[src/design/tlg_pkg.sv]
`timescale 1ns / 1ps
// ----------------------------------------------------------------------------
// tlg_pkg
// shared sizes, cell and command codes, row type and controller states for
// the toroidal life grid engine
// ----------------------------------------------------------------------------
package tlg_pkg;

  // grid storage limits
  localparam int MAX_ROWS = 64;
  localparam int MAX_COLS = 64;

  localparam int CELL_W   = 2;
  localparam int DIM_W    = 7;
  localparam int COUNT_W  = 13;
  localparam int ROW_AW   = $clog2(MAX_ROWS);
  localparam int COL_AW   = $clog2(MAX_COLS);

  // request field widths
  localparam int FUNC_W   = 2;
  localparam int ROW_IDX_W = 6;
  localparam int COL_IDX_W = 6;

  // stream widths, whole bytes
  localparam int IN_W     = 16;
  localparam int OUT_W    = 48;
  localparam int OUT_USED = CELL_W + 3 * COUNT_W;

  // config port
  localparam int CFG_AW   = 1;
  localparam int CFG_DW   = 7;

  // popcount groups for the tally sweep
  localparam int GRP_SIZE  = 8;
  localparam int NUM_GRP   = (MAX_COLS + GRP_SIZE - 1) / GRP_SIZE;
  localparam int GRP_CNT_W = $clog2(GRP_SIZE + 1);

  typedef logic [CELL_W-1:0] cell_t;
  typedef cell_t [MAX_COLS-1:0] row_t;

  localparam cell_t CELL_DEAD     = 2'd0;
  localparam cell_t CELL_ALIVE    = 2'd1;
  localparam cell_t CELL_OBSTACLE = 2'd2;

  localparam logic [FUNC_W-1:0] FUNC_WRITE   = 2'd0;
  localparam logic [FUNC_W-1:0] FUNC_READ    = 2'd1;
  localparam logic [FUNC_W-1:0] FUNC_ADVANCE = 2'd2;

  localparam logic [CFG_AW-1:0] REG_ROW_COUNT = 1'd0;
  localparam logic [CFG_AW-1:0] REG_COL_COUNT = 1'd1;

  localparam logic [DIM_W-1:0] DIM_RESET = 7'd64;

  typedef enum logic [3:0] {
    ST_CLEAR,
    ST_IDLE,
    ST_OP_RD,
    ST_OP_MOD,
    ST_GEN_P0,
    ST_GEN_P1,
    ST_GEN_P2,
    ST_GEN_NX,
    ST_GEN_WR,
    ST_CNT,
    ST_DONE
  } state_t;

  // zero acts as one, above the limit acts as the limit
  function automatic logic [DIM_W-1:0] clamp_dim(input logic [DIM_W-1:0] v,
                                                 input logic [DIM_W-1:0] maxv);
    logic [DIM_W-1:0] res;
    if (v == '0) begin
      res = DIM_W'(1);
    end else if (v > maxv) begin
      res = maxv;
    end else begin
      res = v;
    end
    return res;
  endfunction

endpackage

[src/design/tlg_row_next.sv]
`timescale 1ns / 1ps
// ----------------------------------------------------------------------------
// tlg_row_next
// next generation of one grid row from the old rows above, at and below
// ----------------------------------------------------------------------------
module tlg_row_next import tlg_pkg::*; (
  input  row_t             prev_row,
  input  row_t             cur_row,
  input  row_t             next_row,
  input  logic [DIM_W-1:0] cols,
  output row_t             new_row
);

  logic [MAX_COLS-1:0] pa, ca, na;
  logic [COL_AW-1:0]   last_col;
  logic                wp, wc, wn;

  assign last_col = COL_AW'(cols - DIM_W'(1));

  always_comb begin
    for (int c = 0; c < MAX_COLS; c++) begin
      pa[c] = (prev_row[c] == CELL_ALIVE);
      ca[c] = (cur_row[c] == CELL_ALIVE);
      na[c] = (next_row[c] == CELL_ALIVE);
    end
  end

  // left neighbors of column zero wrap to the last active column
  assign wp = pa[last_col];
  assign wc = ca[last_col];
  assign wn = na[last_col];

  always_comb begin
    logic       lp, lc, ln, rp, rc, rn;
    logic [3:0] n;
    cell_t      s;
    for (int c = 0; c < MAX_COLS; c++) begin
      lp = (c == 0) ? wp : pa[(c + MAX_COLS - 1) % MAX_COLS];
      lc = (c == 0) ? wc : ca[(c + MAX_COLS - 1) % MAX_COLS];
      ln = (c == 0) ? wn : na[(c + MAX_COLS - 1) % MAX_COLS];
      rp = (DIM_W'(c + 1) == cols) ? pa[0] : pa[(c + 1) % MAX_COLS];
      rc = (DIM_W'(c + 1) == cols) ? ca[0] : ca[(c + 1) % MAX_COLS];
      rn = (DIM_W'(c + 1) == cols) ? na[0] : na[(c + 1) % MAX_COLS];
      n  = 4'(lp) + 4'(pa[c]) + 4'(rp) + 4'(lc) + 4'(rc)
         + 4'(ln) + 4'(na[c]) + 4'(rn);
      s  = cur_row[c];
      new_row[c] = s;
      if (DIM_W'(c) < cols) begin
        case (s)
          CELL_ALIVE: begin
            if (n < 4'd2 || n > 4'd3) begin
              new_row[c] = CELL_DEAD;
            end
          end
          CELL_DEAD: begin
            if (n == 4'd3) begin
              new_row[c] = CELL_ALIVE;
            end
          end
          default: ;
        endcase
      end
    end
  end

endmodule

[config.mk]
export PLATFORM = sky130hd
export DESIGN_NAME = tlg_row_next
export DESIGN_NICKNAME = d
export VERILOG_FILES = /design/src/design/tlg_pkg.sv /design/src/design/tlg_row_next.sv
export SDC_FILE = /design/constraint.sdc
export NUM_CORES = 1
export LEC_CHECK = 0
export ABC_CLOCK_PERIOD_IN_PS = 7300
export BUFFER_PORTS_ARGS = -buffer_cell sky130_fd_sc_hd__buf_2
export CORE_ASPECT_RATIO = 0.6
export CORE_MARGIN = 1
export CORE_UTILIZATION = 35
export DETAILED_ROUTE_END_ITERATION = 10
export SLEW_MARGIN = 20
export SYNTH_ARGS = -nofsm -noshare
export SYNTH_HDL_FRONTEND = slang
export SYNTH_SLANG_ARGS = --single-unit
[constraint.sdc]
create_clock -name vclk -period 7.3
set_input_delay 0.73 -clock vclk [all_inputs]
set_output_delay 0.73 -clock vclk [all_outputs]
set_load 0.05 [all_outputs]
==> parameters.txt, run 1 <==
Parameter                              Value

Outcome
  Run status ... finished with violations
  Violated checks ... DRC

GRT
  Overflow left after global routing ... 0
  Number of antenna violations at the first check in global routing ... 6
  Global router's overall resource usage ... 28.7%
  First-pass GRT wire length ... 108,000 um
  Maximum number of pins on one net before global-route repair ... 54
  Via count of the first global-routing pass ... 17.7k

Synth
  Fraction of the mapped netlist area in compound gates ... 15.2%
  Part of the Yosys area used for sequential elements ... 0%
  Post-Synth Adder-Cell Area ... 44.0%
  Post-Syn Area ... 0.0172 sq mm
  Synth Warn # ... 0
  Count leader, synth ... sky130_fd_sc_hd__inv_1
  Combinational family with the most area after synthesis ... adder cells
  Average size of a mapped cell ... 8.46 sq um
  Unique masters post-synth ... 68
  Simple-gate portion of the synthesized area ... 16.7%
  Fraction of synthesized cell area taken by the top area cell type ... 29.8%
  Number of nets produced by synthesis ... 2,877
  Synth cell count leaders ... 273 x sky130_fd_sc_hd__inv_1, 256 x sky130_fd_sc_hd__fa_1, 196 x sky130_fd_sc_hd__ha_1
  Xor-xnor portion of the synthesized cell area ... 0.414%
  Top area cells in the synthesized netlist ... sky130_fd_sc_hd__fa_1 30%, sky130_fd_sc_hd__ha_1 14%, sky130_fd_sc_hd__mux2_2 7.9%
  Cell type with the highest aggregate area in the netlist ... sky130_fd_sc_hd__fa_1
  Fraction of synthesized area in multiplexers ... 14.5%
  Gate Count Post-Synth ... 2,034

Finish
  Design Area, Final ... 0.0205 sq mm
  Fraction of final layout cells sized beyond drive strength 1 ... 29.5%
  Final instance count without filler cells ... 3,118
  Seq cells ... 0
  Final nets ... 3,318
  Post-layout utilization of the core ... 42.5%
  Synth-to-Final Area Change ... 19.0%
  Sequential standard cell area ... 0 sq um
  Total of clock buffers placed in the layout ... 0

CTS
  Setup bufs post-CTS ... 0

Timing
  Post-Route Setup TNS ... 0 ns
  Final-report setup violation count ... 0
  Worst Hold Slack ... 1.77 ns
  Unrepaired setup endpoints after global routing ... false
  Final max-slew violation count ... 0
  Total count of hold-check failures in the final report ... 0
  Minimum setup slack in the final design ... 0.300 ns
  Maximum clock rate ... 143 MHz
  Shortest period the worst path allows ... 7.00 ns
  Max-Slew Margin vs Limit ... 30.2%
  Transition at the pin with the smallest max-transition slack ... 1.04 ns
  Crit share post-route ... 95.9%

Placed design
  Pre-CTS setup slack ... 0.139 ns
  Count of placed standard cells including taps ... 3,113
  Gp weighted congestion ... 0.951
  Port bufs ... 519
  Dpl hpwl ... 62,900 um
  Instance area at placement ... 0.0204 sq mm

Floorplanning
  DIE HEIGHT ... 174 um
  Initial Util ... 35.7%
  Die ar. ... 0.0501 sq mm
  Placeable core region ... 0.0482 sq mm
  Die extent in x ... 288 um
  # IOs ... 519
  Std-Cell Rows ... 62

Routing
  Total number of vias ... 17.3k
  Drt drc ... 44
  Final WL ... 72,600 um
  First-pass detailed-route iteration total ... 9
  Routed via count divided by cell count ... 5.55
  Detail Route Antenna Nets ... 0
  Initial DRC Count ... 1,403
  WL/cell ... 23.3 um

Setup path
  Setup crit start kind ... input pin
  Required time at the worst-slack endpoint ... 6.57 ns
  Critical path peak fanout ... 11
  CP dominant cell by count ... sky130_fd_sc_hd__fa_1
  Worst path max stage delay ... 0.71 ns
  Master of the slowest instance on the critical path ... sky130_fd_sc_hd__or4_4
  Cells along the critical path ... buf_2 -> or4_4 -> nand2_4 -> mux4_2 -> o211ai_1 -> nand4_1 -> and3_1 -> fa_1 -> inv_1 -> fa_1 -> fa_1 -> inv_1 -> ha_1 -> inv_1 -> fa_1 -> a2111oi_0 -> a21oi_1 -> o21a_1 -> nor2_2 -> buf_12
  Arrival time worst endpoint ... 6.27 ns
  Path type of the worst setup path ... input pin to output port
  CP Capture Type ... output port

Power
  Power Dens Cells ... 111 mW/mm^2
  Total power consumption of the routed design ... 2.27 mW
  VDD IR max ... 0.0635 mV
  Leakage power ... 9.74 nW

Run
  Max-cap check violation count ... 0

Hold path
  Hold/Removal Path Class ... input pin to output port
  Hold Path Cell Cnt ... 2
-- critical path: cells and delay by family --
family                   cells  cell delay, ns
buffers and inverters        5            0.62
AO/OA/AOI/OAI                4            0.83
AND/OR/NAND/NOR              5            1.51
adder cells (fa/ha/maj)      5            2.03
multiplexers                 1            0.53
-- path summary, 6_finish.rpt --
kind,start,to,slack (ns)
setup / recovery,cols[2],new_row[0],0.30
hold / removal,cur_row[33],new_row[33],1.77
-- kinds of logic (layout without fill, tap and decap cells) --
logic type	Yosys count	in the layout
buffers and inverters	402	841
other	0	5
multiplexers	183	183
AO/OA/AOI/OAI	418	418
XOR/XNOR	6	6
AND/OR/NAND/NOR	573	573
adder cells (fa/ha/maj)	452	452
-- layout by cell type (no fill, tap or decap), drive strengths merged, types with 3 or more instances in the layout --
cell,Yosys,final
mux2i,24,24
mux4,38,38
a2111oi,51,51
o2111ai,3,3
nand4,5,5
nand2,127,127
a31oi,4,4
nor4,4,4
nor2,148,148
a22oi,3,3
ha,196,196
xor2,3,3
a211oi,18,18
mux2,121,121
nand3,35,35
fa,256,256
a21oi,174,174
and3,4,4
o22ai,3,3
nand2b,60,60
o21a,46,46
a21o,10,10
inv,274,274
nor3b,5,5
nor3,23,23
buf,28,565
o21ai,81,81
xnor2,3,3
diode,0,5
nor2b,152,152
-- report_power, final --
part	internal (mW)	switching, mW	leakage (nW)
registers	0	0	0
logic	0.846	1.42	9.74
clock network	0.0000000592	0	0.0000332
total	0.846	1.42	9.74
-- timing repair --
item                                    4_1_cts  5_1_grt
endpoints found under the setup margin        0        1
endpoints found under the hold margin         0        0
hold buffers                                  0        0
gates resized for setup                       0        3
-- metal layers --
layer	global-route usage [%]	part of all wire (%)
met1	41.4	44
met2	44.6	44
met3	5.63	10
met4	4.70	1.7
met5	0	0.017
-- cell type report --
type / count / area [sq um]
fill: 4901 / 27700
inverter: 276 / 1040
multi-input combinational: 1632 / 15700
tap: 640 / 801
antenna: 5 / 12.5
timing repair buffer: 565 / 2960
No activity file was read; power rests on OpenSTA's default activity.
==> run 2, diff against run 1 <==
--- a/config.mk
+++ b/config.mk
@@ -8,9 +8,10 @@
 export ABC_CLOCK_PERIOD_IN_PS = 7300
 export BUFFER_PORTS_ARGS = -buffer_cell sky130_fd_sc_hd__buf_2
 export CORE_ASPECT_RATIO = 0.6
-export CORE_MARGIN = 1
-export CORE_UTILIZATION = 35
+export CORE_MARGIN = 1.5
+export CORE_UTILIZATION = 45
 export DETAILED_ROUTE_END_ITERATION = 10
+export PLACE_DENSITY = 0.71
 export SLEW_MARGIN = 20
 export SYNTH_ARGS = -nofsm -noshare
 export SYNTH_HDL_FRONTEND = slang
==> run 2 against run 1 <==
Against the previous run:
- the flow now finishes without violations
- non-clock buffer count is 1 lower
- largest cell class unchanged
- sequential share of layout area stayed put
- wire length is 3.1% lower
- sequential cell count stayed put
- maximum frequency is 0.76% higher
- count of clock-buffer cells in the layout stayed put
- critical path depth is 2 higher
- critical path type unchanged
- hold slack worse by 0.0041 ns
==> parameters.txt, run 2 (synthesis gave the netlist of run 1 again) <==
Parameter                              Value

Outcome
  Run status ... completed

Timing
  Final-report setup violation count ... 0 (unchanged)
  Unrepaired setup endpoints after global routing ... false
  Final max-slew violation count ... 0 (unchanged)
  Shortest period the worst path allows ... 6.95 ns (-0.0529 ns)
  Maximum clock rate ... 144 MHz (+0.76%)
  Total count of hold-check failures in the final report ... 0 (unchanged)
  Post-Route Setup TNS ... 0 ns (unchanged)
  Max-Slew Margin vs Limit ... 31.8% (+1.6 points)
  Transition at the pin with the smallest max-transition slack ... 1.02 ns (-0.0163 ns)
  Crit share post-route ... 95.2% (-0.72 points)

Hold path
  Hold/Removal Path Class ... input pin to output port

Setup path
  Arrival time worst endpoint ... 6.22 ns (-0.05 ns)
  Setup crit start kind ... input pin
  Family of cells with the greatest summed delay on the critical path ... adder cells
  CP Capture Type ... output port
  Cells along the critical path ... buf_2 -> inv_1 -> ha_2 -> buf_4 -> mux2i_1 -> mux2i_1 -> a2111oi_2 -> nand4_1 -> and3_1 -> fa_1 -> inv_1 -> fa_1 -> fa_1 -> inv_1 -> ha_1 -> inv_1 -> fa_1 -> a2111oi_0 -> a21oi_1 -> o21a_1 -> nor2_2 -> buf_12
  Path type of the worst setup path ... input pin to output port
  Critical path peak fanout ... 14 (+3)
  Required time at the worst-slack endpoint ... 6.57 ns (about the same)
  Buffer and inverter count on the worst path ... 7 (+2)
  Worst path max stage delay ... 0.50 ns (-0.21 ns)
  Master of the slowest instance on the critical path ... sky130_fd_sc_hd__fa_1

GRT
  First-pass GRT wire length ... 106,000 um (-2.3%)
  Via count of the first global-routing pass ... 17.8k (+0.73%)
  Overflow left after global routing ... 0 (unchanged)
  Number of antenna violations at the first check in global routing ... 9 (+3)
  Maximum number of pins on one net before global-route repair ... 54 (unchanged)
  Global router's overall resource usage ... 35.1% (+6.4 points)

Power
  Switching portion of total power ... 62.6% (about the same)
  Relative contribution of sequential cells to total power ... 0% (unchanged)
  VDD IR max ... 0.0690 mV (+8.7%)
  Combinational share of power ... 100.0% (about the same)
  Power Dens Cells ... 112 mW/mm^2 (+0.82%)
  Leakage power ... 9.73 nW (about the same)
  Internal Power ... 846 uW (about the same)
  P_sw ... 1.42 mW (about the same)
  Share of total power in the clock network ... 0% (unchanged)

Floorplanning
  Placeable core region ... 0.0377 sq mm (-22%)
  Std-Cell Rows ... 55 (-11%)
  Die extent in x ... 255 um (-11%)
  Initial Util ... 45.6% (+9.9 points)
  DIE HEIGHT ... 154 um (-11%)
  Die ar. ... 0.0395 sq mm (-21%)
  # IOs ... 519 (unchanged)

Routing
  Final WL ... 70,400 um (-3.1%)
  WL/cell ... 23.5 um (+0.95%)
  First-pass detailed-route iteration total ... 6 (-3)
  Detail Route Antenna Nets ... 0 (unchanged)
  Total number of vias ... 17.5k (+1.1%)
  Drt drc ... 0 (-100%)
  Routed via count divided by cell count ... 5.85 (+5.4%)
  Initial DRC Count ... 1,752 (+25%)

Placed design
  Gp weighted congestion ... 0.990 (+4.1%)
  Dpl hpwl ... 60,500 um (-3.7%)
  Port bufs ... 519 (unchanged)

Finish
  Seq cells ... 0 (unchanged)
  Sequential standard cell area ... 0 sq um (unchanged)
  Total of clock buffers placed in the layout ... 0 (unchanged)
  Synth-to-Final Area Change ... 18.0%
  Final nets ... 3,317 (-0.030%)
  Post-layout utilization of the core ... 53.8% (+11 points)
  Fraction of final layout cells sized beyond drive strength 1 ... 29.5% (about the same)
  Most common library cell in the layout ignoring fill and taps ... sky130_fd_sc_hd__buf_2
  Commonest non-fill, non-tap cells in the layout ... 518 x sky130_fd_sc_hd__buf_2, 272 x sky130_fd_sc_hd__inv_1, 256 x sky130_fd_sc_hd__fa_1

Run
  Max-cap check violation count ... 0 (unchanged)
[run 2: changes by cell type in the layout (fill, tap and decap cells not counted)]
cell / delta
sky130_fd_sc_hd__buf_6: -1
sky130_fd_sc_hd__xnor2_4: -1
sky130_fd_sc_hd__diode_2: +3
sky130_fd_sc_hd__a21oi_2: +1
sky130_fd_sc_hd__a21oi_1: -1
sky130_fd_sc_hd__xnor2_2: +1
[run 2: cell type report]
class / instances / area [sq um]
inverters: 276 / 1040
multi-input cells: 1632 / 15700
fillers: 3593 / 17400
repair buffers: 564 / 2950
well taps: 513 / 642
diodes: 8 / 20.0
[run 2: per-layer routing]
| layer | share of wire (%) | GRT usage (%) |
|---|---|---|
| met1 | 41 | 47.3 |
| met4 | 3.1 | 9.86 |
| met2 | 43 | 54.0 |
| met5 | 0.16 | 1.69 |
| met3 | 13 | 11.1 |
[run 2: timing repair]
item | 4_1_cts | 5_1_grt
gates resized for setup | 0 | 1
hold buffers | 0 | 0
setup buffers | 0 | 0
endpoints found under the setup margin | 0 | 1
[run 2: through the flow]
step	hold WS (ns)	setup slack [ns]	power [mW]	area, sq um	cells
floorplan	1.73	0.0928	1.56	17200	2034
global placement	1.77	0.418	2.15	20300	2985
detailed placement	1.77	0.324	2.22	20300	2985
CTS	1.77	0.338	2.24	20300	2985
global route	1.77	0.0348	2.51	20300	2989
finish	1.77	0.352	2.27	20300	2993
[run 2: power by group through the flow]
stage	sequential (mW)	combinational, mW	clock, mW
after floorplan	0	1.56	0
after global placement	0	2.15	0
after detailed placement	0	2.22	0
after CTS	0	2.24	0
after global routing	0	2.51	0.0000000733
final	0	2.27	0.0000000644
[run 2: worst paths after layout]
check | start | to | slack, ns | cells after the start
min | cur_row[43] | new_row[43] | 1.77 | 2
max | cols[1] | new_row[0] | 0.35 | 22
